## config.mk

```make
export PLATFORM = sky130hd
export DESIGN_NAME = nid_symbol_name_decoder_core_flat
export DESIGN_NICKNAME = d
export VERILOG_FILES = /design/src/hw/rtl/nsd_pkg.sv /design/src/hw/rtl/nsd_if.sv /design/src/hw/rtl/nsd_field_accum.sv /design/src/hw/rtl/nid_symbol_name_decoder_core.sv /design/src/flat_wrapper.sv
export SDC_FILE = /design/constraint.sdc
export NUM_CORES = 1
export LEC_CHECK = 0
export BUFFER_PORTS_ARGS = -buffer_cell sky130_fd_sc_hd__buf_2
export CAP_MARGIN = 0
export CORE_MARGIN = 5
export CORE_UTILIZATION = 59
export CTS_CLUSTER_DIAMETER = 80
export DETAILED_ROUTE_END_ITERATION = 8
export PLACE_DENSITY = 0.8
export SETUP_SLACK_MARGIN = 0.4
export SYNTH_ARGS = -nofsm -noshare
export SYNTH_HDL_FRONTEND = slang
export SYNTH_SLANG_ARGS = --single-unit
```

## constraint.sdc

```tcl
create_clock -name clk -period 5.8 [get_ports clk]
set_input_delay 0.29 -clock clk [delete_from_list [all_inputs] [get_ports clk]]
set_output_delay 0.29 -clock clk [all_outputs]
set_load 0.01 [all_outputs]
```

## src/hw/rtl/nsd_pkg.sv

```systemverilog
// Package for the symbol name decoder: constants, result type and alphabet lookup.
`timescale 1ns / 1ps
package nsd_pkg;

  localparam int CHAR_BITS       = 8;
  localparam int NID_BITS        = 64;
  localparam int ID_BITS         = 16;
  localparam int DIGIT_BITS      = 6;
  localparam int LAST_DIGIT_BITS = 4;
  localparam int FIELD_COUNT     = 3;

  localparam logic [3:0] NID_DIGITS = 4'd11;
  localparam logic [3:0] ID_DIGITS  = 4'd3;

  localparam logic [1:0] FIELD_NID  = 2'd0;
  localparam logic [1:0] FIELD_LIB  = 2'd1;
  localparam logic [1:0] FIELD_MOD  = 2'd2;
  localparam logic [1:0] FIELD_DONE = 2'd3;

  localparam logic [CHAR_BITS-1:0] HASH_CODE = 8'h23;

  // One decoded name.
  typedef struct packed {
    logic [NID_BITS-1:0] nid_value;
    logic [ID_BITS-1:0]  library_id;
    logic [ID_BITS-1:0]  module_id;
    logic                bad_char;
    logic                overlong;
    logic                fields_missing;
  } result_t;

  // Alphabet lookup: bit 6 is set when the byte is in the alphabet,
  // bits 5:0 give its index.
  function automatic logic [DIGIT_BITS:0] alpha_index(input logic [CHAR_BITS-1:0] c);
    logic [DIGIT_BITS:0] r;
    r = '0;
    if (c >= 8'h41 && c <= 8'h5A) begin
      r = {1'b1, 6'(c - 8'h41)};
    end else if (c >= 8'h61 && c <= 8'h7A) begin
      r = {1'b1, 6'(c - 8'h61 + 8'd26)};
    end else if (c >= 8'h30 && c <= 8'h39) begin
      r = {1'b1, 6'(c - 8'h30 + 8'd52)};
    end else if (c == 8'h2B) begin
      r = {1'b1, 6'd62};
    end else if (c == 8'h2D) begin
      r = {1'b1, 6'd63};
    end
    return r;
  endfunction

endpackage

```

## src/hw/rtl/nsd_if.sv

```systemverilog
// Stream interfaces for the symbol name decoder: character words in, result words out.
`timescale 1ns / 1ps
interface nsd_char_if;
  logic                          valid;
  logic                          ready;
  logic [nsd_pkg::CHAR_BITS-1:0] char_code;
  logic                          is_final;

  modport source (output valid, output char_code, output is_final, input ready);
  modport sink   (input valid, input char_code, input is_final, output ready);
endinterface

interface nsd_result_if;
  logic                         valid;
  logic                         ready;
  logic [nsd_pkg::NID_BITS-1:0] nid_value;
  logic [nsd_pkg::ID_BITS-1:0]  library_id;
  logic [nsd_pkg::ID_BITS-1:0]  module_id;
  logic                         bad_char;
  logic                         overlong;
  logic                         fields_missing;

  modport source (output valid, output nid_value, output library_id, output module_id,
                  output bad_char, output overlong, output fields_missing, input ready);
  modport sink   (input valid, input nid_value, input library_id, input module_id,
                  input bad_char, input overlong, input fields_missing, output ready);
endinterface

```

## src/hw/rtl/nsd_field_accum.sv

```systemverilog
// Field accumulator: per-character decode state and the result register.
`timescale 1ns / 1ps
module nsd_field_accum (
  input  logic                          clk,
  input  logic                          rst,
  input  logic                          take,
  input  logic [nsd_pkg::CHAR_BITS-1:0] char_code,
  input  logic                          is_final,
  output logic                          slot_free,
  output logic                          res_valid,
  input  logic                          res_ready,
  output nsd_pkg::result_t              res
);
  import nsd_pkg::*;

  logic [1:0]          field_number, field_number_next;
  logic [3:0]          digit_count, digit_count_next;
  logic [NID_BITS-1:0] nid_accum, nid_accum_next;
  logic [ID_BITS-1:0]  lib_accum, lib_accum_next;
  logic [ID_BITS-1:0]  mod_accum, mod_accum_next;
  logic                field_halted, field_halted_next;
  logic                bad_seen, bad_seen_next;
  logic                long_seen, long_seen_next;

  logic [DIGIT_BITS:0]   lookup;
  logic [DIGIT_BITS-1:0] idx;
  logic [3:0]            full;
  logic                  last;
  logic [ID_BITS-1:0]    id_sel, id_push;

  assign lookup = alpha_index(char_code);
  assign idx    = lookup[DIGIT_BITS-1:0];
  assign full   = (field_number == FIELD_NID) ? NID_DIGITS : ID_DIGITS;
  assign last   = (digit_count == full - 4'd1);
  assign id_sel = (field_number == FIELD_LIB) ? lib_accum : mod_accum;
  assign id_push = last ? {id_sel[ID_BITS-LAST_DIGIT_BITS-1:0],
                           idx[DIGIT_BITS-1:DIGIT_BITS-LAST_DIGIT_BITS]}
                        : {id_sel[ID_BITS-DIGIT_BITS-1:0], idx};

  // Next decode state for the character in the input register.
  always_comb begin
    field_number_next = field_number;
    digit_count_next  = digit_count;
    nid_accum_next    = nid_accum;
    lib_accum_next    = lib_accum;
    mod_accum_next    = mod_accum;
    field_halted_next = field_halted;
    bad_seen_next     = bad_seen;
    long_seen_next    = long_seen;
    if (field_number != FIELD_DONE) begin
      if (char_code == HASH_CODE) begin
        field_number_next = field_number + 2'd1;
        digit_count_next  = 4'd0;
        field_halted_next = 1'b0;
      end else if (!field_halted) begin
        if (!lookup[DIGIT_BITS]) begin
          bad_seen_next     = 1'b1;
          field_halted_next = 1'b1;
        end else if (digit_count >= full) begin
          long_seen_next = 1'b1;
        end else begin
          digit_count_next = digit_count + 4'd1;
          case (field_number)
            FIELD_NID: begin
              nid_accum_next = last
                ? {nid_accum[NID_BITS-LAST_DIGIT_BITS-1:0],
                   idx[DIGIT_BITS-1:DIGIT_BITS-LAST_DIGIT_BITS]}
                : {nid_accum[NID_BITS-DIGIT_BITS-1:0], idx};
            end
            FIELD_LIB: lib_accum_next = id_push;
            default:   mod_accum_next = id_push;
          endcase
        end
      end
    end
  end

  assign slot_free = !res_valid || res_ready;

  // Decode state: cleared after each final character.
  always_ff @(posedge clk) begin
    if (rst || (take && is_final)) begin
      field_number <= FIELD_NID;
      digit_count  <= 4'd0;
      nid_accum    <= '0;
      lib_accum    <= '0;
      mod_accum    <= '0;
      field_halted <= 1'b0;
      bad_seen     <= 1'b0;
      long_seen    <= 1'b0;
    end else if (take) begin
      field_number <= field_number_next;
      digit_count  <= digit_count_next;
      nid_accum    <= nid_accum_next;
      lib_accum    <= lib_accum_next;
      mod_accum    <= mod_accum_next;
      field_halted <= field_halted_next;
      bad_seen     <= bad_seen_next;
      long_seen    <= long_seen_next;
    end
  end

  // Result register valid flag.
  always_ff @(posedge clk) begin
    if (rst) begin
      res_valid <= 1'b0;
    end else if (take && is_final) begin
      res_valid <= 1'b1;
    end else if (res_ready) begin
      res_valid <= 1'b0;
    end
  end

  // Result payload, loaded on the final character of a name.
  always_ff @(posedge clk) begin
    if (take && is_final) begin
      res.nid_value      <= nid_accum_next;
      res.library_id     <= lib_accum_next;
      res.module_id      <= mod_accum_next;
      res.bad_char       <= bad_seen_next;
      res.overlong       <= long_seen_next;
      res.fields_missing <= (field_number_next != FIELD_DONE);
    end
  end

endmodule

```

## src/hw/rtl/nid_symbol_name_decoder_core.sv

```systemverilog
// Top level of the symbol name decoder: input register and result channel.
//
// Usage:
//   chars carries one byte of an encoded name per word, with is_final set
//   on the last byte. Names have the form nid#lib#module#, each byte from
//   the alphabet A-Z a-z 0-9 + -.
//   results carries one word per name: the 64-bit nid, the 16-bit library
//   and module ids, and the bad_char, overlong and fields_missing flags.
//   Throughput: one byte per cycle while no final byte waits for the result
//   slot; the field accumulators compute the next state combinationally
//   between the input register and the state registers. Result path: an
//   accepted final byte passes the input register, then the result register,
//   which holds the result word until it is taken.
//   Reset: rst is synchronous and active high; it empties the input and
//   result registers and returns the decoder to the start of a name.
//   Stall: a waiting result is held stable until taken. Non-final bytes
//   keep flowing; a final byte waits in the input register only while the
//   previous result has not been taken.
`timescale 1ns / 1ps
module nid_symbol_name_decoder_core (
  input  logic                clk,
  input  logic                rst,
  nsd_char_if.sink            chars,
  nsd_result_if.source        results
);
  import nsd_pkg::*;

  logic                 in_valid;
  logic [CHAR_BITS-1:0] in_char;
  logic                 in_final;
  logic                 take;
  logic                 slot_free;
  result_t              res;

  // The held byte moves on unless it is final and the result slot is full.
  assign take        = in_valid && (!in_final || slot_free);
  assign chars.ready = !in_valid || take;

  // Input register.
  always_ff @(posedge clk) begin
    if (rst) begin
      in_valid <= 1'b0;
    end else if (chars.ready) begin
      in_valid <= chars.valid;
    end
  end

  always_ff @(posedge clk) begin
    if (chars.ready && chars.valid) begin
      in_char  <= chars.char_code;
      in_final <= chars.is_final;
    end
  end

  nsd_field_accum u_accum (
    .clk       (clk),
    .rst       (rst),
    .take      (take),
    .char_code (in_char),
    .is_final  (in_final),
    .slot_free (slot_free),
    .res_valid (results.valid),
    .res_ready (results.ready),
    .res       (res)
  );

  assign results.nid_value      = res.nid_value;
  assign results.library_id     = res.library_id;
  assign results.module_id      = res.module_id;
  assign results.bad_char       = res.bad_char;
  assign results.overlong       = res.overlong;
  assign results.fields_missing = res.fields_missing;

endmodule
```

## src/flat_wrapper.sv

```systemverilog
// flat-port wrapper written by rule: the top's interface ports become plain ports
module nid_symbol_name_decoder_core_flat import nsd_pkg::*;
  (clk, rst, chars_valid, chars_char_code, chars_is_final, chars_ready, results_valid, results_nid_value, results_library_id, results_module_id, results_bad_char, results_overlong, results_fields_missing, results_ready);
  nsd_char_if chars_i ();
  nsd_result_if results_i ();
  input  logic clk;
  input  logic rst;
  input wire logic [$bits(chars_i.valid)-1:0] chars_valid;
  input wire logic [$bits(chars_i.char_code)-1:0] chars_char_code;
  input wire logic [$bits(chars_i.is_final)-1:0] chars_is_final;
  output wire logic [$bits(chars_i.ready)-1:0] chars_ready;
  output wire logic [$bits(results_i.valid)-1:0] results_valid;
  output wire logic [$bits(results_i.nid_value)-1:0] results_nid_value;
  output wire logic [$bits(results_i.library_id)-1:0] results_library_id;
  output wire logic [$bits(results_i.module_id)-1:0] results_module_id;
  output wire logic [$bits(results_i.bad_char)-1:0] results_bad_char;
  output wire logic [$bits(results_i.overlong)-1:0] results_overlong;
  output wire logic [$bits(results_i.fields_missing)-1:0] results_fields_missing;
  input wire logic [$bits(results_i.ready)-1:0] results_ready;
  assign chars_i.valid = chars_valid;
  assign chars_i.char_code = chars_char_code;
  assign chars_i.is_final = chars_is_final;
  assign chars_ready = chars_i.ready;
  assign results_valid = results_i.valid;
  assign results_nid_value = results_i.nid_value;
  assign results_library_id = results_i.library_id;
  assign results_module_id = results_i.module_id;
  assign results_bad_char = results_i.bad_char;
  assign results_overlong = results_i.overlong;
  assign results_fields_missing = results_i.fields_missing;
  assign results_i.ready = results_ready;
  nid_symbol_name_decoder_core u_core (.clk(clk), .rst(rst), .chars(chars_i), .results(results_i));
endmodule
```

Yosys cells after proc, flatten, opt, wreduce, memory -nomap -nowiden

Index checks and enable logic that the tools add are counted.

Register bits: 215
Input port bits: 13
Output and inout port bits: 101
Logic and storage cells: 108

$add $sub $neg: 8
Order comparisons: 7
Eq/ne operators: 9
Muxes and demuxes: 47
Reduce and logical (&&, ||, !) cells: 19

Operators by type and width:

| cell                | count |
|---|---|
| $mux 64             | 7 |
| $mux 16             | 13 |
| $mux 7              | 5 |
| $eq 8x6->1 const B  | 3 |
| $mux 4              | 5 |
| $ge 8x7->1 const B  | 2 |
| $le 8x7->1 const B  | 2 |
| $mux 1              | 14 |
| $mux 12             | 1 |
| $sub 6x6->6 const B | 2 |
| $ge 8x6->1 const B  | 1 |
| $le 8x6->1 const B  | 1 |
| $add 6x5->6 const B | 1 |
| $add 6x6->6 const B | 1 |
| $logic_and 1x1->1   | 6 |
| $ne 2x2->1 const B  | 3 |
| $sub 6x1->6 const B | 1 |
| $reduce_and 5->1    | 1 |
| $add 4x1->4 const B | 1 |
| $eq 4x4->1          | 1 |
| $ge 4x4->1          | 1 |
| $logic_or 1x1->1    | 4 |
| $mux 2              | 2 |
| $reduce_bool 2->1   | 2 |
| other kinds (8)     | 10 |

Logic depth before layout (Yosys ltp)

Gate-level depths: netlist (run 1).

Depth in word-level cells: 13
Mapped depth: 13

By module

Synthesis (run 1) repeated with hierarchy kept, for this count alone.

Cell total of the unflattened synthesis: 909
Area, all modules: 9,869.5 um^2

By module, submodules not included:

| module                       | times used | cells an instance | area an instance (um^2) |
|---|---|---|---|
| nsd_field_accum              | 1          | 893               | 9,526.6 |
| nid_symbol_name_decoder_core | 1          | 16                | 342.8 |

Least setup slack after synthesis (run 1)

No wires, ideal clock.

Path type: reg-to-reg
Start point: reg u_core.u_accum.res_valid
End point: reg u_core.u_accum.nid_accum[19]
Library setup time: 0.146 ns
Data arrival time: 4.139 ns
Slack: 1.515 ns
Cell stages (with the launch flop): 8
Path buffers: 3
Clock period less this slack: 4.285 ns
Path through: dfxtp_1 nand2b_1 and3_1 or2_2 clkbuf_1 clkbuf_1 clkbuf_1 a211oi_2

Cells in the longest elaborated chain, start to end: 6

RTL lines:

| what                   | RTL line                           | RTL |
|---|---|---|
| start, declared        | nsd_field_accum.sv:10              | `output logic res_valid,` |
| start signal, assigned | nsd_field_accum.sv:106             | `res_valid <= 1'b0;` |
| start signal, assigned | nsd_field_accum.sv:108             | `res_valid <= 1'b1;` |
| start signal, assigned | nsd_field_accum.sv:110             | `res_valid <= 1'b0;` |
| $logic_not 1->1 (*)    | nsd_field_accum.sv:78              | `assign slot_free = !res_valid \|\| res_ready;` |
| $logic_or 1x1->1 (*)   | nsd_field_accum.sv:78              |  |
| $logic_or 1x1->1 (*)   | nid_symbol_name_decoder_core.sv:36 | `assign take = in_valid && (!in_final \|\| slot_free);` |
| $logic_and 1x1->1 (*)  | nid_symbol_name_decoder_core.sv:36 |  |
| $logic_and 1x1->1      | nsd_field_accum.sv:82              | `if (rst \|\| (take && is_final)) begin` |
| $logic_or 1x1->1       | nsd_field_accum.sv:82              |  |
| end signal, assigned   | nsd_field_accum.sv:94              | `nid_accum <= nid_accum_next;` |
| end, declared          | nsd_field_accum.sv:18              | `logic [NID_BITS-1:0] nid_accum, nid_accum_next;` |

Every way passes the cells marked *; elsewhere a longest branch is shown, timed or not.
A chain may end at the register's enable or synchronous reset.

Final worst setup path (run 1)

Start point: reg u_core.in_char[2]
End point: reg u_core.u_accum.res[58] (netlist name)

Cells in the longest elaborated chain, start to end: 10
Elaborated cells between the ends (all ways): 21
Classes of those cells: order compare: 6; eq/ne: 3; mux: 9; reduce/logical: 3

RTL lines:

| what                                                               | RTL line                           | RTL |
|---|---|---|
| start, declared                                                    | nid_symbol_name_decoder_core.sv:29 | `logic [CHAR_BITS-1:0] in_char;` |
| start signal, assigned                                             | nid_symbol_name_decoder_core.sv:50 | `in_char <= chars.char_code;` |
| parallel branches: the longest is 8 deep, another holds $ge 8x6->1 | --                                 |  |
| $mux 64 (*)                                                        | nsd_field_accum.sv:51              | `if (char_code == HASH_CODE) begin` |
| $mux 64 (*)                                                        | nsd_field_accum.sv:50              | `if (field_number != FIELD_DONE) begin` |
| named net u_core.u_accum.nid_accum_next[23]                        | nsd_field_accum.sv:18              |  |

Mark *: on every way through the listed nets, which the timed path passes.

==> results.py, run 1 <==
metrics = {
    "placement": {
        "dp_hpwl_mm": 14.0,
        "post-place-ws_ps": 2320,
        "place.gp.congestion": 0.870,
        "postPlaceCellArea_sq_um": 10700,
        "port_buffers": 113,
    },
    "critical_path": {
        "cp_max_fo": 125,
        "worst_ep_required_time_ps": 6000,
        "critPathCaptureType": "register",
        "arrival_ps": 3710,
        "crit_buf_inv": 1,
        "slowest_stage": "a211o_4",
        "critPathMaxStageDelay_ps": 920,
        "cp-start-kind": "register",
        "cp_cell_sequence": "inv_1, ha_1, nor2b_1, o21ai_1, o21ai_2, a211o_4, o21ai_0",
        "cp_top_family": "compound AO/OA/AOI/OAI gates",
        "path_class": "register to register",
    },
    "finish": {
        "final_common_cell": "nand2_1",
        "layout-drive-gt1-share_pct": 23.1,
        "num_antenna_cells": 0,
        "fill_cells": 1240,
        "fin_nets": 1062,
        "most-common-layout-cells": "nand2_1 (114), buf_2 (113), nor2_1 (108), edfxtp_1 (108), dfxtp_1 (107)",
        "postLayoutCellArea_sq_um": 11500,
        "area.growth.synth_to_final_pct": 14.0,
    },
    "hold_path": {
        "hold_class": "primary input to register",
    },
    "synth": {
        "postSynthAreaPerCell_sq_um": 10.8,
        "yosys-top-cells-area": "edfxtp_1 (32%), dfxtp_1 (21%), a211oi_2 (8.2%)",
        "synthDistinctLibCells": 58,
        "yosys_warnings": 0,
        "async_flop_share_pct": 0,
        "synth_edf_count": 108,
        "yosys.area.top_type": "edfxtp_1",
        "synth-seq-cells": 215,
        "synthCells": 941,
        "synth_top_flop_cell": "edfxtp_1",
        "syn-cell-area_sq_um": 10100,
        "syn-num-nets": 969,
        "yosys.area.top_type_share_pct": 32.0,
        "seq_area_frac_synth_pct": 53.2,
    },
    "sta": {
        "tightest_slew_ps": 1240,
        "max_freq_ghz": 0.285,
        "finalWorstSetupSlack_ps": 2290,
        "clock_skew_ps": 11.0,
        "slew_violations": 0,
        "fin_crit_sh_pct": 60.5,
        "finalHoldViolations": 0,
        "finalCriticalPeriod_ps": 3510,
        "rsz0062_at_grt": "no",
        "hold_ws_ps": 121,
        "finalSetupViolCount": 0,
        "fin_setup_tns_ps": 0,
        "slew_headroom_pct": 17.5,
    },
    "die": {
        "die_area_sq_um": 19900,
        "start_util_pct": 60.6,
        "fp.dieH_um": 141,
        "core_area_sq_um": 16700,
        "num_rows": 47,
        "die_w_um": 141,
        "pin_count": 114,
    },
    "route": {
        "wirelength_mm": 21.6,
        "avgViaCountPerCell": 5.88,
        "dr_total_vias": 7457,
        "post-route-drc-count": 0,
        "final_antenna_net_count": 0,
        "dr.first_iter.drc_count": 810,
        "dr.pass1.iters": 6,
        "wl_per_cell_um": 17.0,
    },
    "global_routing": {
        "grt_pass1_wl_mm": 35.5,
        "grt_max_degree": 126,
        "grt-ovfl-total": 0,
        "grt_pass1_vias": 6989,
        "grt_usage_pct": 21.5,
        "antenna_found_initial": 0,
    },
    "pwr": {
        "leakage_nw": 4.47,
        "p_per_area_nw_per_um2": 288,
        "peakVddDrop_mv": 0.268,
    },
    "flow_run": {
        "cap_violations": 0,
    },
    "clock_network": {
        "clk_latency_ps": 520,
        "cts_buffer_depth": 3,
        "cts_sinks": 215,
        "post-cts-setup-buffers": 0,
        "path_clk_slew_ps": 60,
        "root_buffer": "clkbuf_16",
        "cts_tree": "built",
        "htreeDepth": 1,
        "cts_buffers": 23,
    },
    "status": {
        "status": "complete, no violations",
    },
}
-- metrics by stage --
stage / power, mW / std cells / util (%)
after floorplan: 1.87 / 941 / -
after global placement: 1.91 / 1218 / 64.0
after detailed placement: 1.92 / 1218 / 64.0
after CTS: 3.34 / 1269 / 69.1
after global routing: 3.44 / 1269 / 69.1
final: 3.32 / 1269 / 69.1
-- cell usage after synthesis, types with 7 or more instances --
library cell / count
a21oi_1: 36
ha_1: 15
inv_1: 13
buf_2: 11
clkbuf_1: 30
o211ai_1: 12
nand2_1: 114
dfxtp_1: 107
edfxtp_1: 108
buf_6: 14
nand3_1: 9
nor3_1: 7
a211oi_1: 14
mux2i_1: 81
nor2_1: 108
o21ai_1: 12
o22ai_1: 13
o21ai_0: 89
a211oi_2: 66
-- worst reg2reg max path, delay by kind of cell (launching register included) --
kind / cells / cell delay, ps
AND/OR/NAND/NOR: 1 / 190
AO/OA/AOI/OAI: 4 / 2040
buffers and inverters: 1 / 200
adder cells (fa/ha/maj): 1 / 270
flip-flops: 1 / 500
-- final timing paths --
check | start | to | slack [ps] | cells past startpoint
setup / recovery | u_core.in_char[2] | u_core.u_accum.res[58] | 2290 | 7
setup reg to reg | u_core.in_char[2] | u_core.u_accum.res[58] | 2290 | 7
hold / removal | results_ready | u_core.u_accum.res_valid | 120 | 3
hold reg to reg | u_core.u_accum.long_seen | u_core.u_accum.long_seen | 470 | 1
-- timing repair --
| action | CTS | global route |
|---|---|---|
| resized for setup | 0 | 0 |
| endpoints found under the hold margin | 11 | 0 |
| hold buffers | 11 | 0 |
-- kinds of logic (layout without fill, tap and decap cells) --
family / after synthesis / count (layout) / synth area share, %
buffers and inverters: 78 / 186 / 4.20
adders and majority gates: 15 / 15 / 1.85
and+or+nand+nor: 269 / 269 / 11.1
muxes: 81 / 81 / 8.01
xor gates and xnor gates: 6 / 6 / 0.519
AOI/OAI and AO/OA: 277 / 277 / 21.1
DFF: 215 / 215 / 53.2
-- layout make-up --
cell class              count  area [sq um]  share of cell area [%]
multi-input cells         648          4340                    37.6
clock buffers              25           593                    5.14
repair buffers            133           756                    6.55
well taps                 220           275                    2.38
clock inverters            15           145                    1.26
inverters                  13          48.8                   0.423
flip-flops and latches    215          5390                    46.7
-- power by group --
group / internal, mW / switching [mW]
combinational: 0.0726 / 0.157
clock: 0.833 / 0.595
sequential: 1.63 / 0.0305
-- metal layers --
metal	GRT usage, %	vias to the layer above	wire length (um)
met3	2.78	47	1450
li1	-	3642	-
met1	31.3	3505	9790
met4	6.22	0	485
met5	0	-	0
met2	33.8	263	9910
-- flip-flops by register name, indices dropped and copies added, names as in the netlist --
signal / count
u_core.in_char: 8
u_core.in_final: 1
u_core.in_valid: 1
u_core.u_accum.bad_seen: 1
u_core.u_accum.digit_count: 4
u_core.u_accum.field_halted: 1
u_core.u_accum.field_number: 2
u_core.u_accum.lib_accum: 16
u_core.u_accum.long_seen: 1
u_core.u_accum.mod_accum: 16
u_core.u_accum.nid_accum: 64
u_core.u_accum.res: 99
u_core.u_accum.res_valid: 1
Power figures use the tool's default switching activity.
==> inputs of run 2 (changes only) <==
Settings changed: CORE_UTILIZATION 59 to 53, PLACE_DENSITY 0.8 to 0.76.
Clock period 5.8 ns to 3.1 ns, I/O delays scaled along.
==> run 2 against run 1 <==
Against the previous run:
- combinational power increased by 130%
- hold slack improved by 35 ps
- sequential power increased by 87%
- total power increased by 95%
- worst setup slack got worse by 1800 ps
- via count increased by 3.4%
- sequential share of layout area decreased by 3.2 points
- global-route usage decreased by 1.1 points
- clock power increased by 99%
==> results.py, run 2 (synthesis gave the netlist of run 1 again) <==
metrics = {
    "critical_path": {
        "worst-path-stages": 9,
        "cp-start-kind": "register",
        "worst_ep_required_time_ps": 3350,
        "arrival_ps": 2860,
        "cp_top_family": "compound AO/OA/AOI/OAI gates",
        "path_class": "register to register",
        "slowest_stage": "a211o_4",
        "cp_cell_sequence": "buf_4, ha_2, a21o_1, a41oi_2, o211ai_4, a211o_4, buf_16, nand2_1, o21ai_0",
        "crit_buf_inv": 2,
        "cp_max_fo": 46,
        "rr_worst_depth": 9,
        "critPathCaptureType": "register",
        "critPathMaxStageDelay_ps": 440,
    },
    "route": {
        "dr.first_iter.drc_count": 530,
        "post-route-drc-count": 0,
        "wl_per_cell_um": 17.7,
        "dr_total_vias": 7709,
        "final_antenna_net_count": 0,
        "avgViaCountPerCell": 5.75,
        "dr.pass1.iters": 7,
        "wirelength_mm": 23.7,
    },
    "die": {
        "num_rows": 50,
        "die_area_sq_um": 22000,
        "core_area_sq_um": 18800,
        "pin_count": 114,
        "die_w_um": 148,
        "start_util_pct": 53.9,
        "fp.dieH_um": 148,
    },
    "finish": {
        "fill_cells": 1431,
        "largest_reg_flops": 99,
        "postLayoutCellArea_sq_um": 12400,
        "fin_nets": 1117,
        "num_antenna_cells": 0,
        "layout-drive-gt1-share_pct": 28.4,
        "seq_area_sq_um": 5390,
        "top_regs": "u_core.u_accum.res (99), u_core.u_accum.nid_accum (64)",
        "area.growth.synth_to_final_pct": 22.4,
        "most-common-layout-cells": "nand2_1 (113), buf_2 (113), edfxtp_1 (108)",
        "multiInputGateArea_sq_um": 4430,
        "largest_register": "u_core.u_accum.res",
    },
    "pwr": {
        "power.share.clock_pct": 43.8,
        "p_per_area_nw_per_um2": 523,
        "finalPower_mw": 6.48,
        "seqPwrFrac_pct": 48.0,
        "p_comb_share_pct": 8.3,
        "peakVddDrop_mv": 0.434,
        "p_switching_mw": 1.52,
        "sw_frac_of_total_pct": 23.4,
        "leakage_nw": 4.87,
        "power.internal_mw": 4.97,
    },
    "hold_path": {
        "whs_path_depth": 4,
        "hold_class": "primary input to register",
    },
    "clock_network": {
        "cts_sinks": 215,
        "clk_latency_ps": 520,
        "path_clk_slew_ps": 60,
        "cts_tree": "built",
        "cts_buffers": 23,
        "cts_buffer_depth": 3,
        "root_buffer": "clkbuf_16",
        "htreeDepth": 1,
    },
    "sta": {
        "finalCriticalPeriod_ps": 2610,
        "slew_violations": 0,
        "hold_ws_ps": 156,
        "fin_crit_sh_pct": 84.3,
        "slew_headroom_pct": 44.8,
        "tightest_slew_ps": 828,
        "finalHoldViolations": 0,
        "rsz0062_at_grt": "yes",
        "clock_skew_ps": 17.6,
        "max_freq_ghz": 0.383,
        "finalSetupViolCount": 0,
        "fin_setup_tns_ps": 0,
    },
    "placement": {
        "port_buffers": 113,
        "dp_hpwl_mm": 15.0,
        "postPlaceCellArea_sq_um": 11100,
        "place.gp.congestion": 0.876,
    },
    "global_routing": {
        "grt-ovfl-total": 0,
        "grt_max_degree": 93,
        "grt_pass1_vias": 7279,
        "grt_usage_pct": 20.4,
        "antenna_found_initial": 0,
        "grt_pass1_wl_mm": 37.3,
    },
    "status": {
        "status": "complete, no violations",
    },
    "flow_run": {
        "cap_violations": 0,
    },
}
run 2: worst paths after layout:
kind / start / endpoint / slack (ps)
max: u_core.in_char[2] / u_core.u_accum.res[62] / 490
min: results_ready / u_core.in_valid / 160
max reg2reg: u_core.in_char[2] / u_core.u_accum.res[62] / 490
min reg2reg: u_core.u_accum.long_seen / u_core.u_accum.long_seen / 490
run 2: stage by stage:
stage	std cells	utilization, %	setup slack (ps)
after global routing	1340	66.0	345
final	1340	66.0	488
after detailed placement	1264	59.0	244
after global placement	1264	59.0	302
after floorplan	941	-	406
after CTS	1321	64.4	394
run 2: layer usage:
metal | vias up | wire length [um] | GRT usage [%]
met5 | - | 0 | 0
met4 | 0 | 535 | 5.59
met3 | 42 | 1340 | 3.23
met2 | 223 | 11800 | 34.4
met1 | 3684 | 10100 | 27.5
li1 | 3760 | - | -
run 2: area by class of cell:
| class | count | area share, % |
|---|---|---|
| well taps | 234 | 2.36 |
| flip-flops and latches | 215 | 43.5 |
| clock buffers | 31 | 5.13 |
| multi-input cells | 648 | 35.7 |
| clock inverters | 11 | 1.25 |
| inverters | 13 | 0.394 |
| repair buffers | 188 | 11.7 |
run 2: worst reg2reg max path, stage by stage, from the launching register on:
cell,delay [ps]
edfxtp_1,390
buf_4,180
ha_2,210
a21o_1,200
a41oi_2,290
o211ai_4,190
a211o_4,440
buf_16,210
nand2_1,120
o21ai_0,120
run 2: repair_timing:
item | in CTS | in global routing
hold endpoints to repair | 11 | 0
hold buffers | 12 | 0
gates cloned | 1 | 6
resized for setup | 7 | 24
setup buffers | 2 | 13
setup endpoints to repair | 154 | 184
pin swaps | 1 | 11
run 2: power groups by stage:
| stage | logic [mW] | clock network, mW | registers (mW) |
|---|---|---|---|
| floorplan | 0.322 | 0 | 3.17 |
| global placement | 0.458 | 0 | 3.17 |
| detailed placement | 0.468 | 0 | 3.17 |
| CTS | 0.491 | 2.89 | 3.11 |
| global route | 0.587 | 3.02 | 3.11 |
| finish | 0.536 | 2.84 | 3.11 |
